**config.mk**
```make
export PLATFORM = sky130hd
export DESIGN_NAME = bch_dimension_from_cosets
export DESIGN_NICKNAME = d
export VERILOG_FILES = /design/src/hw/rtl/bchd_pkg.sv /design/src/hw/rtl/bchd_ram.sv /design/src/hw/rtl/bchd_screen.sv /design/src/hw/rtl/bch_dimension_from_cosets.sv
export SDC_FILE = /design/constraint.sdc
export NUM_CORES = 2
export LEC_CHECK = 0
export ABC_CLOCK_PERIOD_IN_PS = 65000
export BUFFER_PORTS_ARGS = -buffer_cell sky130_fd_sc_hd__buf_2
export CORE_MARGIN = 2
export CORE_UTILIZATION = 40
export CTS_BUF_LIST = sky130_fd_sc_hd__clkbuf_4
export DETAILED_ROUTE_END_ITERATION = 12
export GPL_ROUTABILITY_DRIVEN = 1
export PLACE_DENSITY_LB_ADDON = 0.05
export SYNTH_ARGS = -nofsm -noshare
export SYNTH_HDL_FRONTEND = slang
export SYNTH_SLANG_ARGS = --single-unit
```
**constraint.sdc**
```tcl
create_clock -name clk_i -period 65 [get_ports clk_i]
set_clock_uncertainty 0.05 [all_clocks]
set_input_delay 13 -clock clk_i [delete_from_list [all_inputs] [get_ports clk_i]]
set_output_delay 13 -clock clk_i [all_outputs]
set_load 0.01 [all_outputs]
```
**src/hw/rtl/bchd_pkg.sv**
```systemverilog
// shared types and codes for the bch dimension block
// no dependencies; imported by bchd_screen and bch_dimension_from_cosets
package bchd_pkg;

  // result status codes
  typedef enum logic [1:0] {
    ST_OK       = 2'd0,
    ST_DEGREE   = 2'd1,
    ST_CAPACITY = 2'd2,
    ST_LENGTH   = 2'd3
  } status_e;

  // sequencer states, one-hot
  typedef enum logic [5:0] {
    S_IDLE  = 6'b000001,
    S_CLEAR = 6'b000010,
    S_CHECK = 6'b000100,
    S_WAIT  = 6'b001000,
    S_WALK  = 6'b010000,
    S_DONE  = 6'b100000
  } state_e;

endpackage

```
**src/hw/rtl/bchd_ram.sv**
```systemverilog
// generic single-port ram with registered read data
// no dependencies
module bchd_ram #(
  parameter int WIDTH = 1,
  parameter int DEPTH = 1024
) (
  input  logic                     clk_i,
  input  logic                     we_i,
  input  logic [$clog2(DEPTH)-1:0] addr_i,
  input  logic [WIDTH-1:0]         wdata_i,
  output logic [WIDTH-1:0]         rdata_o
);

  logic [WIDTH-1:0] mem_q [DEPTH];
  logic [WIDTH-1:0] rdata_q;

  // write port and registered read, read-before-write
  always_ff @(posedge clk_i) begin
    if (we_i) begin
      mem_q[addr_i] <= wdata_i;
    end
    rdata_q <= mem_q[addr_i];
  end

  assign rdata_o = rdata_q;

endmodule

```
**src/hw/rtl/bchd_screen.sv**
```systemverilog
// parameter screening: status code, code length and walk limits for one beat
// depends on bchd_pkg
module bchd_screen import bchd_pkg::*; #(
  parameter int MAX_M = 10
) (
  input  logic [4:0]                 field_degree_i,
  input  logic [15:0]                correct_capacity_i,
  output status_e                    status_o,
  output logic [MAX_M-1:0]           len_o,
  output logic [MAX_M-1:0]           lim_o,
  output logic [$clog2(MAX_M)-1:0]   mm1_o
);

  logic [16:0] len_full;
  logic [16:0] twice_t;

  assign len_full = (17'd1 << field_degree_i) - 17'd1;
  assign twice_t  = {correct_capacity_i, 1'b0};

  // range checks in priority order
  always_comb begin
    if (field_degree_i == 5'd0 || {1'b0, field_degree_i} > 6'(MAX_M)) begin
      status_o = ST_DEGREE;
    end else if (correct_capacity_i == 16'd0) begin
      status_o = ST_CAPACITY;
    end else if (twice_t >= len_full) begin
      status_o = ST_LENGTH;
    end else begin
      status_o = ST_OK;
    end
  end

  assign len_o = len_full[MAX_M-1:0];
  assign lim_o = twice_t[MAX_M-1:0];
  assign mm1_o = $clog2(MAX_M)'(field_degree_i - 5'd1);

endmodule

```
**src/hw/rtl/bch_dimension_from_cosets.sv**
```systemverilog
// top level: dimension and redundancy of a primitive narrow-sense binary bch code
// depends on bchd_pkg, bchd_screen, bchd_ram
//
// usage
// - input channel (in_valid_i / in_ready_o) takes one beat of field_degree_i
//   and correct_capacity_i; in_ready_o is high only while the sequencer idles
// - output channel (out_valid_o / out_ready_i) returns code_dimension_o,
//   redundancy_o and status_o, one beat per input beat, in order
// - a beat with a bad status goes from idle straight to the done state
// - a good beat runs a clearing pass over all 2^MAX_M words of the coverage ram,
//   then, for each exponent 1..2t, a ram read and a wait for the registered
//   data, plus one write per coset member walked when that exponent is not
//   yet covered
// - the single-port ram and rotate-by-one unit pace each pass word by word
// - the result sits in an output register; the next beat is accepted while
//   it waits, and a stalled receiver holds the sequencer in the done state
//   only after the following item completes
// - reset clears the sequencer and the output valid; the ram needs no reset
//   since every good beat clears it first
module bch_dimension_from_cosets import bchd_pkg::*; #(
  parameter int MAX_M = 10
) (
  input  logic        clk_i,
  input  logic        rst_ni,
  input  logic        in_valid_i,
  output logic        in_ready_o,
  input  logic [4:0]  field_degree_i,
  input  logic [15:0] correct_capacity_i,
  output logic        out_valid_o,
  input  logic        out_ready_i,
  output logic [9:0]  code_dimension_o,
  output logic [9:0]  redundancy_o,
  output logic [1:0]  status_o
);

  localparam int AW    = MAX_M;
  localparam int DEPTH = 1 << MAX_M;
  localparam int IW    = $clog2(MAX_M);

  state_e           state_q, state_d;
  status_e          status_q, status_d, scr_status;
  logic [AW-1:0]    len_q, len_d, scr_len;
  logic [AW-1:0]    lim_q, lim_d, scr_lim;
  logic [IW-1:0]    mm1_q, mm1_d, scr_mm1;
  logic [AW-1:0]    exp_q, exp_d;
  logic [AW-1:0]    cur_q, cur_d;
  logic [AW-1:0]    red_q, red_d;
  logic [AW-1:0]    clr_q, clr_d;
  logic [AW-1:0]    rot;
  logic [AW-1:0]    dim;
  logic             out_valid_q, out_valid_d;
  logic [9:0]       out_dim_q, out_dim_d;
  logic [9:0]       out_red_q, out_red_d;
  status_e          out_st_q, out_st_d;
  logic             ram_we;
  logic [AW-1:0]    ram_addr;
  logic             ram_wdata;
  logic             ram_rdata;
  logic             in_fire;
  logic             out_load;

  bchd_screen #(.MAX_M(MAX_M)) u_screen (
    .field_degree_i    (field_degree_i),
    .correct_capacity_i(correct_capacity_i),
    .status_o          (scr_status),
    .len_o             (scr_len),
    .lim_o             (scr_lim),
    .mm1_o             (scr_mm1)
  );

  bchd_ram #(.WIDTH(1), .DEPTH(DEPTH)) u_map (
    .clk_i  (clk_i),
    .we_i   (ram_we),
    .addr_i (ram_addr),
    .wdata_i(ram_wdata),
    .rdata_o(ram_rdata)
  );

  assign in_ready_o = (state_q == S_IDLE);
  assign in_fire    = in_valid_i && in_ready_o;
  assign out_load   = (state_q == S_DONE) && (!out_valid_q || out_ready_i);

  // doubling mod n: rotate left by one within m bits
  assign rot = ({cur_q[AW-2:0], 1'b0} & len_q) | AW'(cur_q[mm1_q]);

  assign dim = len_q - red_q;

  // sequencer
  always_comb begin
    state_d   = state_q;
    status_d  = status_q;
    len_d     = len_q;
    lim_d     = lim_q;
    mm1_d     = mm1_q;
    exp_d     = exp_q;
    cur_d     = cur_q;
    red_d     = red_q;
    clr_d     = clr_q;
    ram_we    = 1'b0;
    ram_addr  = exp_q;
    ram_wdata = 1'b0;
    unique case (state_q)
      S_IDLE: begin
        if (in_fire) begin
          status_d = scr_status;
          len_d    = scr_len;
          lim_d    = scr_lim;
          mm1_d    = scr_mm1;
          red_d    = '0;
          clr_d    = '0;
          exp_d    = AW'(1);
          state_d  = (scr_status == ST_OK) ? S_CLEAR : S_DONE;
        end
      end
      S_CLEAR: begin
        ram_we   = 1'b1;
        ram_addr = clr_q;
        clr_d    = clr_q + AW'(1);
        if (clr_q == '1) begin
          state_d = S_CHECK;
        end
      end
      S_CHECK: begin
        ram_addr = exp_q;
        state_d  = S_WAIT;
      end
      S_WAIT: begin
        if (ram_rdata) begin
          if (exp_q == lim_q) begin
            state_d = S_DONE;
          end else begin
            exp_d   = exp_q + AW'(1);
            state_d = S_CHECK;
          end
        end else begin
          cur_d   = exp_q;
          state_d = S_WALK;
        end
      end
      S_WALK: begin
        ram_we    = 1'b1;
        ram_addr  = cur_q;
        ram_wdata = 1'b1;
        red_d     = red_q + AW'(1);
        cur_d     = rot;
        if (rot == exp_q) begin
          if (exp_q == lim_q) begin
            state_d = S_DONE;
          end else begin
            exp_d   = exp_q + AW'(1);
            state_d = S_CHECK;
          end
        end
      end
      S_DONE: begin
        if (out_load) begin
          state_d = S_IDLE;
        end
      end
      default: begin
        state_d = S_IDLE;
      end
    endcase
  end

  // output register
  always_comb begin
    out_valid_d = out_valid_q;
    out_dim_d   = out_dim_q;
    out_red_d   = out_red_q;
    out_st_d    = out_st_q;
    if (out_load) begin
      out_valid_d = 1'b1;
      out_st_d    = status_q;
      if (status_q == ST_OK) begin
        out_dim_d = 10'(dim);
        out_red_d = 10'(red_q);
      end else begin
        out_dim_d = '0;
        out_red_d = '0;
      end
    end else if (out_ready_i) begin
      out_valid_d = 1'b0;
    end
  end

  // control registers
  always_ff @(posedge clk_i or negedge rst_ni) begin
    if (!rst_ni) begin
      state_q     <= S_IDLE;
      out_valid_q <= 1'b0;
    end else begin
      state_q     <= state_d;
      out_valid_q <= out_valid_d;
    end
  end

  // payload registers
  always_ff @(posedge clk_i) begin
    status_q  <= status_d;
    len_q     <= len_d;
    lim_q     <= lim_d;
    mm1_q     <= mm1_d;
    exp_q     <= exp_d;
    cur_q     <= cur_d;
    red_q     <= red_d;
    clr_q     <= clr_d;
    out_dim_q <= out_dim_d;
    out_red_q <= out_red_d;
    out_st_q  <= out_st_d;
  end

  assign out_valid_o      = out_valid_q;
  assign code_dimension_o = out_dim_q;
  assign redundancy_o     = out_red_q;
  assign status_o         = out_st_q;

endmodule
```
; After elaboration in Yosys (flattened, before gate mapping)
; Memory sizes are Yosys's and may differ from the RTL's. A register that Yosys moved wholly into a read port is not among the register bits.
; Cells that the tools add are included.
[word_totals]
register_bits = 94
ram_bits = 1024
output_inout_bits = 24
in_bits = 25
mem_count = 1
[classes]
eq_ne = 15
n_lt_le_gt_ge = 3
reduce_logical = 21
n_mux = 30
addsub = 6
shifts = 1
bitwise_logic = 2
[memory_table]
columns = memory, depth, word_bits, read_ports, rd_ports_with_merged_regs, write_ports, line_no
row1 = u_map.mem_q, 1024, 1, 1, 1, 1, bchd_ram.sv:14  ; logic [WIDTH-1:0] mem_q [DEPTH];
[op_table]
columns = cell, count
row1 = case mux 10 bit (2 select lines), 4
row2 = 2-to-1 mux 10 bit, 6
row3 = 2-to-1 mux 6 bit, 7
row4 = case mux 6 bit (6 select lines), 1
row5 = adder 10 x 1 -> 10 bit (second input constant), 3
row6 = case mux 10 bit (3 select lines), 1
row7 = equality test 10 bit, 2
row8 = >= comparator 17 bit, 1
row9 = << shifter 1 x 5 -> 17 bit (first input constant), 1
row10 = subtractor 17 x 1 -> 17 bit (second input constant), 1
row11 = zero test 16 bit, 1
row12 = AND 10 bit, 1
row13 = equality test 10 bit (second input constant), 1
row14 = bitwise OR 10 x 1 -> 10 bit, 1
row15 = subtractor 10 bit, 1
row16 = != test 2 bit (second input constant), 4
row17 = AND reduction 2 bit, 4
row18 = AND reduction 4 bit, 2
row19 = nonzero test 2 bit, 4
row20 = 2-to-1 mux 1 bit, 7
row21 = equality test 6 x 1 -> 1 bit (second input constant), 1
row22 = equality test 6 x 2 -> 1 bit (second input constant), 1
row23 = equality test 6 x 3 -> 1 bit (second input constant), 1
row24 = equality test 6 x 4 -> 1 bit (second input constant), 1
row25 = 15 further kinds, 21

; Logic depth before layout (Yosys ltp)
[logic_depth]
ltp_word = 10
mapped_depth = 23

; Modules after synthesis
; From an unflattened synthesis, not the netlist that was laid out.
[hier_totals]
hier_cells = 3971
hier_area_um2 = 50438.4
[modules_own_cells]
columns = module, cells_each, seq_area_each_um2, area_per_inst_um2, instances
row1 = bchd_ram, 3369, 30769.5, 44337.5, 1
row2 = bch_dimension_from_cosets, 441, 2819.0, 4907.2, 1
row3 = bchd_screen, 161, 0.0, 1193.6, 1

; Worst setup path before layout
; No wires, ideal clock.
[synth_timing]
path_kind = reg2reg
start = reg state_q[1]
end = mem u_map.mem_q[802], enable pin
n_path_buf = 2
period_less_slack_ns = 21.210
t_arrival_ns = 20.857
stages_incl_launch_ff = 13
required_time_ns = 64.647
slack_ns = 43.790
cell_sequence = dfrtp_1 -> buf_2 -> nor4_2 -> nand3b_1 -> clkinv_1 -> clkbuf_1 -> a222oi_1 -> inv_1 -> nand3_1 -> nor2_1 -> and2_1 -> nand2_1 -> nor2_1
[synth_via]
elab_chain_len = 5
word_cells_on_any_way = 7
[synth_rtl]
columns = element, line_no
row1 = "start, declared", bch_dimension_from_cosets.sv:40  ; state_e state_q, state_d;
row2 = "start signal, assigned", bch_dimension_from_cosets.sv:193  ; state_q <= state_d;
row3 = equality test 6 x 5 -> 1 bit / equality test 6 x 2 -> 1 bit (equally long branches), bch_dimension_from_cosets.sv:102  ; unique case (state_q)
row4 = OR reduction 2 bit (no line), n/a
row5 = 2-to-1 mux 1 bit, bch_dimension_from_cosets.sv:102
row6 = 2-to-1 mux 1 bit, bchd_ram.sv:19  ; if (we_i) begin
row7 = 2-to-1 mux 1 bit (not written as such), bchd_ram.sv:20  ; mem_q[addr_i] <= wdata_i;
row8 = "end, declared", bchd_ram.sv:14
; Parallel ways exist; a longest one is shown, timed or not.

; Worst setup path in the final report
[layout_timing]
start = in field_degree_i[0]
end = reg state_q[5]
[layout_via]
elab_chain_len = 10
word_cells_on_any_way = 13
[layout_rtl]
columns = element, line_no
row1 = "start, declared", bch_dimension_from_cosets.sv:27  ; input logic [4:0] field_degree_i,
row2 = << shifter 1 x 5 -> 17 bit, bchd_screen.sv:17  ; assign len_full = (17'd1 << field_degree_i) - 17'd1;
row3 = subtractor 17 x 1 -> 17 bit, bchd_screen.sv:17
row4 = named net scr_len[0], bch_dimension_from_cosets.sv:42  ; logic [AW-1:0] len_q, len_d, scr_len;
row5 = >= comparator 17 bit, bchd_screen.sv:26  ; end else if (twice_t >= len_full) begin
row6 = 2-to-1 mux 2 bit, bchd_screen.sv:26
row7 = 2-to-1 mux 2 bit, bchd_screen.sv:24  ; end else if (correct_capacity_i == 16'd0) begin
row8 = 2-to-1 mux 2 bit, bchd_screen.sv:22  ; if (field_degree_i == 5'd0 || {1'b0, field_degree_i} > 6'(MAX_M)) begin
row9 = zero test 2 bit, bch_dimension_from_cosets.sv:112  ; state_d = (scr_status == ST_OK) ? S_CLEAR : S_DONE;
row10 = 2-to-1 mux 6 bit, bch_dimension_from_cosets.sv:112
row11 = 2-to-1 mux 6 bit, bch_dimension_from_cosets.sv:104  ; if (in_fire) begin
row12 = case mux 6 bit (6 select lines), bch_dimension_from_cosets.sv:102
; The timed path passes the listed nets, and every way through them passes these cells. The select of a mux whose other input is x is not followed.
; A chain may end at the register's enable or synchronous reset.

==> impl_summary.log <==
INFO  metric antenna_found_initial = 5
INFO  metric hold_path_depth = 0
INFO  metric layout.area.seq = 33600 um2
INFO  metric io_buffer_count = 48
INFO  metric boundaryPins = 49
INFO  metric hpwl_dp = approximately 83000 um
INFO  metric tritoncts.num_buffers = 330
INFO  metric actual_transition_at_the_worst_max_transition_pin = about 1.2 ns
INFO  metric yosys.area.top_type = edfxtp_1
INFO  metric r2r_slack = about 58 ns
INFO  metric synth_top_cell_area_share = 0.672
INFO  metric power_density = between 30 and 40 nW/um2
INFO  metric post_synth.cell_area_avg = roughly 13 um2
INFO  metric holdCritStartpoint = status_q[0]$_DFFE_PP_
INFO  metric detailedRoute.firstIterationViolations = 3213
INFO  metric horiz_die_dim = roughly 360 um
INFO  metric synth_cells = 3947
INFO  metric initial_utilization = 0.402
INFO  metric yosys_most_used_dff = edfxtp_1
INFO  metric wire_length_of_the_first_global_routing_pass = 229000 um
INFO  metric ctsHtreeMaxLevel = 5
INFO  metric area_growth = 11.5%
INFO  metric synth-edff-count = roughly 1.1k
INFO  metric yosys_register_bits = 1119
INFO  metric drt_drc_violations_left = 0
INFO  metric worst_endpoint_data_arrival_time = between 15 and 20 ns
INFO  metric crit_path_end_kind = register
INFO  metric fill_cells = about 12k
INFO  metric router_iterations_before_antenna_repair = 6
INFO  metric global_route.overflow_total = 0
INFO  metric worst_slack = 49.05 ns
INFO  metric maxSlewHeadroom = 0.188
INFO  metric post-route-min-period = ~16 ns
INFO  metric wl_met2 = roughly 76000 um
INFO  metric total_leakage_power = between 15 and 20 nW
INFO  metric first_global_vias = 32.9k
INFO  metric drv.max_cap_violation_count = 0
INFO  metric finalSetupViolations = 0
INFO  metric cts_sinks = 1119
INFO  metric number_of_warning_messages_in_the_yosys_log = 0
INFO  metric grt_setup_unrepaired = false
INFO  metric reg2reg_to = u_map.rdata_o$_DFF_P_
INFO  metric clk-insertion-delay-late = approximately 1.2 ns
INFO  metric holdBufCountCts = 0
INFO  metric critical_path_class = input pin to register
INFO  metric multi_input_area = ~15000 um2
INFO  metric number_of_cells_traversed_by_the_worst_register_to_register_path = 15
INFO  metric mappedNetlistArea = around 50000 um2
INFO  metric post_synth_main_area_contributors = edfxtp_1 (67%), mux2i_1 (10%), nor2_1 (8.4%)
INFO  metric synth-async-reset-ratio = 0.00626
INFO  metric clk_transition_reported_paths = approximately 0.060 ns
INFO  metric count_of_vias_placed_by_the_detailed_router = between 30k and 40k
INFO  metric cts_root_buffer = clkbuf_4
INFO  metric routed.top_layer = met4
INFO  metric synth.distinct_cells = 59
INFO  metric layout.cells.most_common_list = edfxtp_1 (1111), nor2_1 (1110), mux2i_1 (517), clkbuf_4 (491), o22ai_1 (260)
INFO  metric route.detailed.vias_per_inst = 5.56
INFO  metric clock_tree_from_tritoncts = done
INFO  metric grt_use_total = 0.251
INFO  metric hold_viol = 0
INFO  metric crit_path_start = field_degree_i[0]
INFO  metric rr_startpoint = state_q[3]$_DFFE_PN0P_
INFO  metric cp_data_required_time = between 60 and 70 ns
INFO  metric postCtsResizedCells = 0
INFO  metric met1Wirelength = between 70000 and 80000 um
INFO  metric gp_routability_congestion = approximately 0.76
INFO  metric grt_max_degree = roughly 150
INFO  metric synth_sequential_area_ratio = 0.676
INFO  metric wl_met3 = around 9700 um
INFO  metric final_common_cell = edfxtp_1
INFO  metric crit_path_max_fanout = 10
INFO  metric startpoint_type = input pin
INFO  metric worst_hold_slack = about 0.46 ns
INFO  metric synth_fp_nets = approximately 4.0k
INFO  metric rows = roughly 130
INFO  metric layout_worst_path_cycle_share = 0.245
INFO  metric hold_end = status_o[0]$_DFFE_PP_
INFO  metric fmaxAchievable = 62.7 MHz
INFO  metric pre_cts_slack = about 48 ns
INFO  metric antenna_violating_nets_post_route = 0
INFO  metric timing.final.max_slew_violations = 0
INFO  metric fp.coreArea = about 120000 um2
INFO  metric chipHeight = 356 um
INFO  metric post_cts.repair.setup_buffers = 0
INFO  metric cts-root-to-sink-buffers = 4
INFO  metric drive_above_1_share = 0.163
INFO  metric die_area = about 130000 um2
INFO  metric power.ir.vdd_worst = 27.9 uV
INFO  metric setup_tns = 0 ns
INFO  metric layout.nets = ~4.2k
INFO  metric drt_wl_total = between 150000 and 200000 um
INFO  metric wl_cell = roughly 27 um
INFO  metric hold_crit_class = register to register
INFO  metric outcome = finished clean
-- stage by stage --
stage          utilization  std cells  power (mW)  cell area, um2
2_1_floorplan            -       3947        1.16           49600
3_3_place_gp         0.417       5399        1.35           51400
3_5_place_dp         0.417       5399        1.34           51400
4_1_cts              0.448       5948        1.99           55400
5_1_grt              0.448       5951        2.06           55400
6_report             0.448       5951        1.97           55400
-- where the power goes --
part | switching, mW | internal [mW]
clock network | 0.299 | 0.341
logic | 0.345 | 0.164
registers | 0.0183 | 0.802
total | 0.662 | 1.31
-- worst max-delay path: stages --
cell	delay [ns]
buf_2	0.12
inv_1	0.13
ha_1	0.40
nor2b_1	0.23
nand2_1	0.09
ha_1	0.29
nor2_1	0.18
mux2i_1	0.09
o21ai_0	0.21
inv_1	0.07
ha_1	0.29
nand4_1	0.10
nor3_1	0.07
a211o_1	0.27
a21o_1	0.17
a21o_1	0.17
a211oi_1	0.25
o31ai_1	0.11
a31oi_1	0.29
nand2_1	0.17
a21oi_1	0.18
o22ai_1	0.08
-- cells in the mapped netlist, drive strengths merged (9+ instances only) --
cell	n
nor3	12
a21oi	18
nor2	1112
edfxtp	1111
nand4	25
xor2	29
nor4	73
xnor2	24
nand3	16
inv	31
ha	34
mux2i	517
o22ai	260
a21o	14
and2	9
clkbuf	202
a22oi	24
buf	132
o21ai	30
nand2	179
-- kinds of logic (layout without fill, tap and decap cells) --
logic type               after synthesis  count (layout)  synth area share
AO/OA/AOI/OAI                        379             379            0.0491
XOR/XNOR                              53              53           0.00935
adder cells (fa/ha/maj)               35              35           0.00897
buffers and inverters                366             730            0.0302
flip-flops                          1119            1119             0.676
multiplexers                         519             519             0.105
other                                  0               3                 0
AND/OR/NAND/NOR                     1476            1476             0.121
-- area by class of cell --
type,instances,area share
tap,1637,0.0370
multi-input combinational,2462,0.265
antenna,3,0.000136
inverter,32,0.00231
timing repair buffer,149,0.0187
clock inverter,58,0.00400
clock buffer,491,0.0666
sequential,1119,0.606
-- sequential cells by signal, indices dropped and copies added, names as in the netlist --
register          cells
state_q               6
u_map.rdata_o         1
status_q              2
status_o              2
code_dimension_o     10
redundancy_o         10
red_q                10
len_q                10
cur_q                10
lim_q                 9
clr_q                10
out_valid_o           1
exp_q                10
mm1_q                 4
u_map.mem_q        1024
-- worst max-delay path by stage --
stage	endpoint	slack, ns	cells past startpoint
6_report	state_q[5]$_DFFE_PN0P_	49.05	22
3_5_place_dp	state_q[5]$_DFFE_PN0P_	47.88	22
4_1_cts	in_ready_o	48.93	4
3_3_place_gp	state_q[5]$_DFFE_PN0P_	47.84	22
2_1_floorplan	u_map.mem_q[802]$_DFFE_PP_	43.79	12
5_1_grt	state_q[5]$_DFFE_PN0P_	48.75	22
-- metal layers --
metal,vias up,global-route usage
li1,14800,-
met1,16900,0.343
met2,1102,0.406
met3,248,0.0465
met4,0,0.0803
met5,-,0
Note: power is estimated with default switching activity, not from simulation.
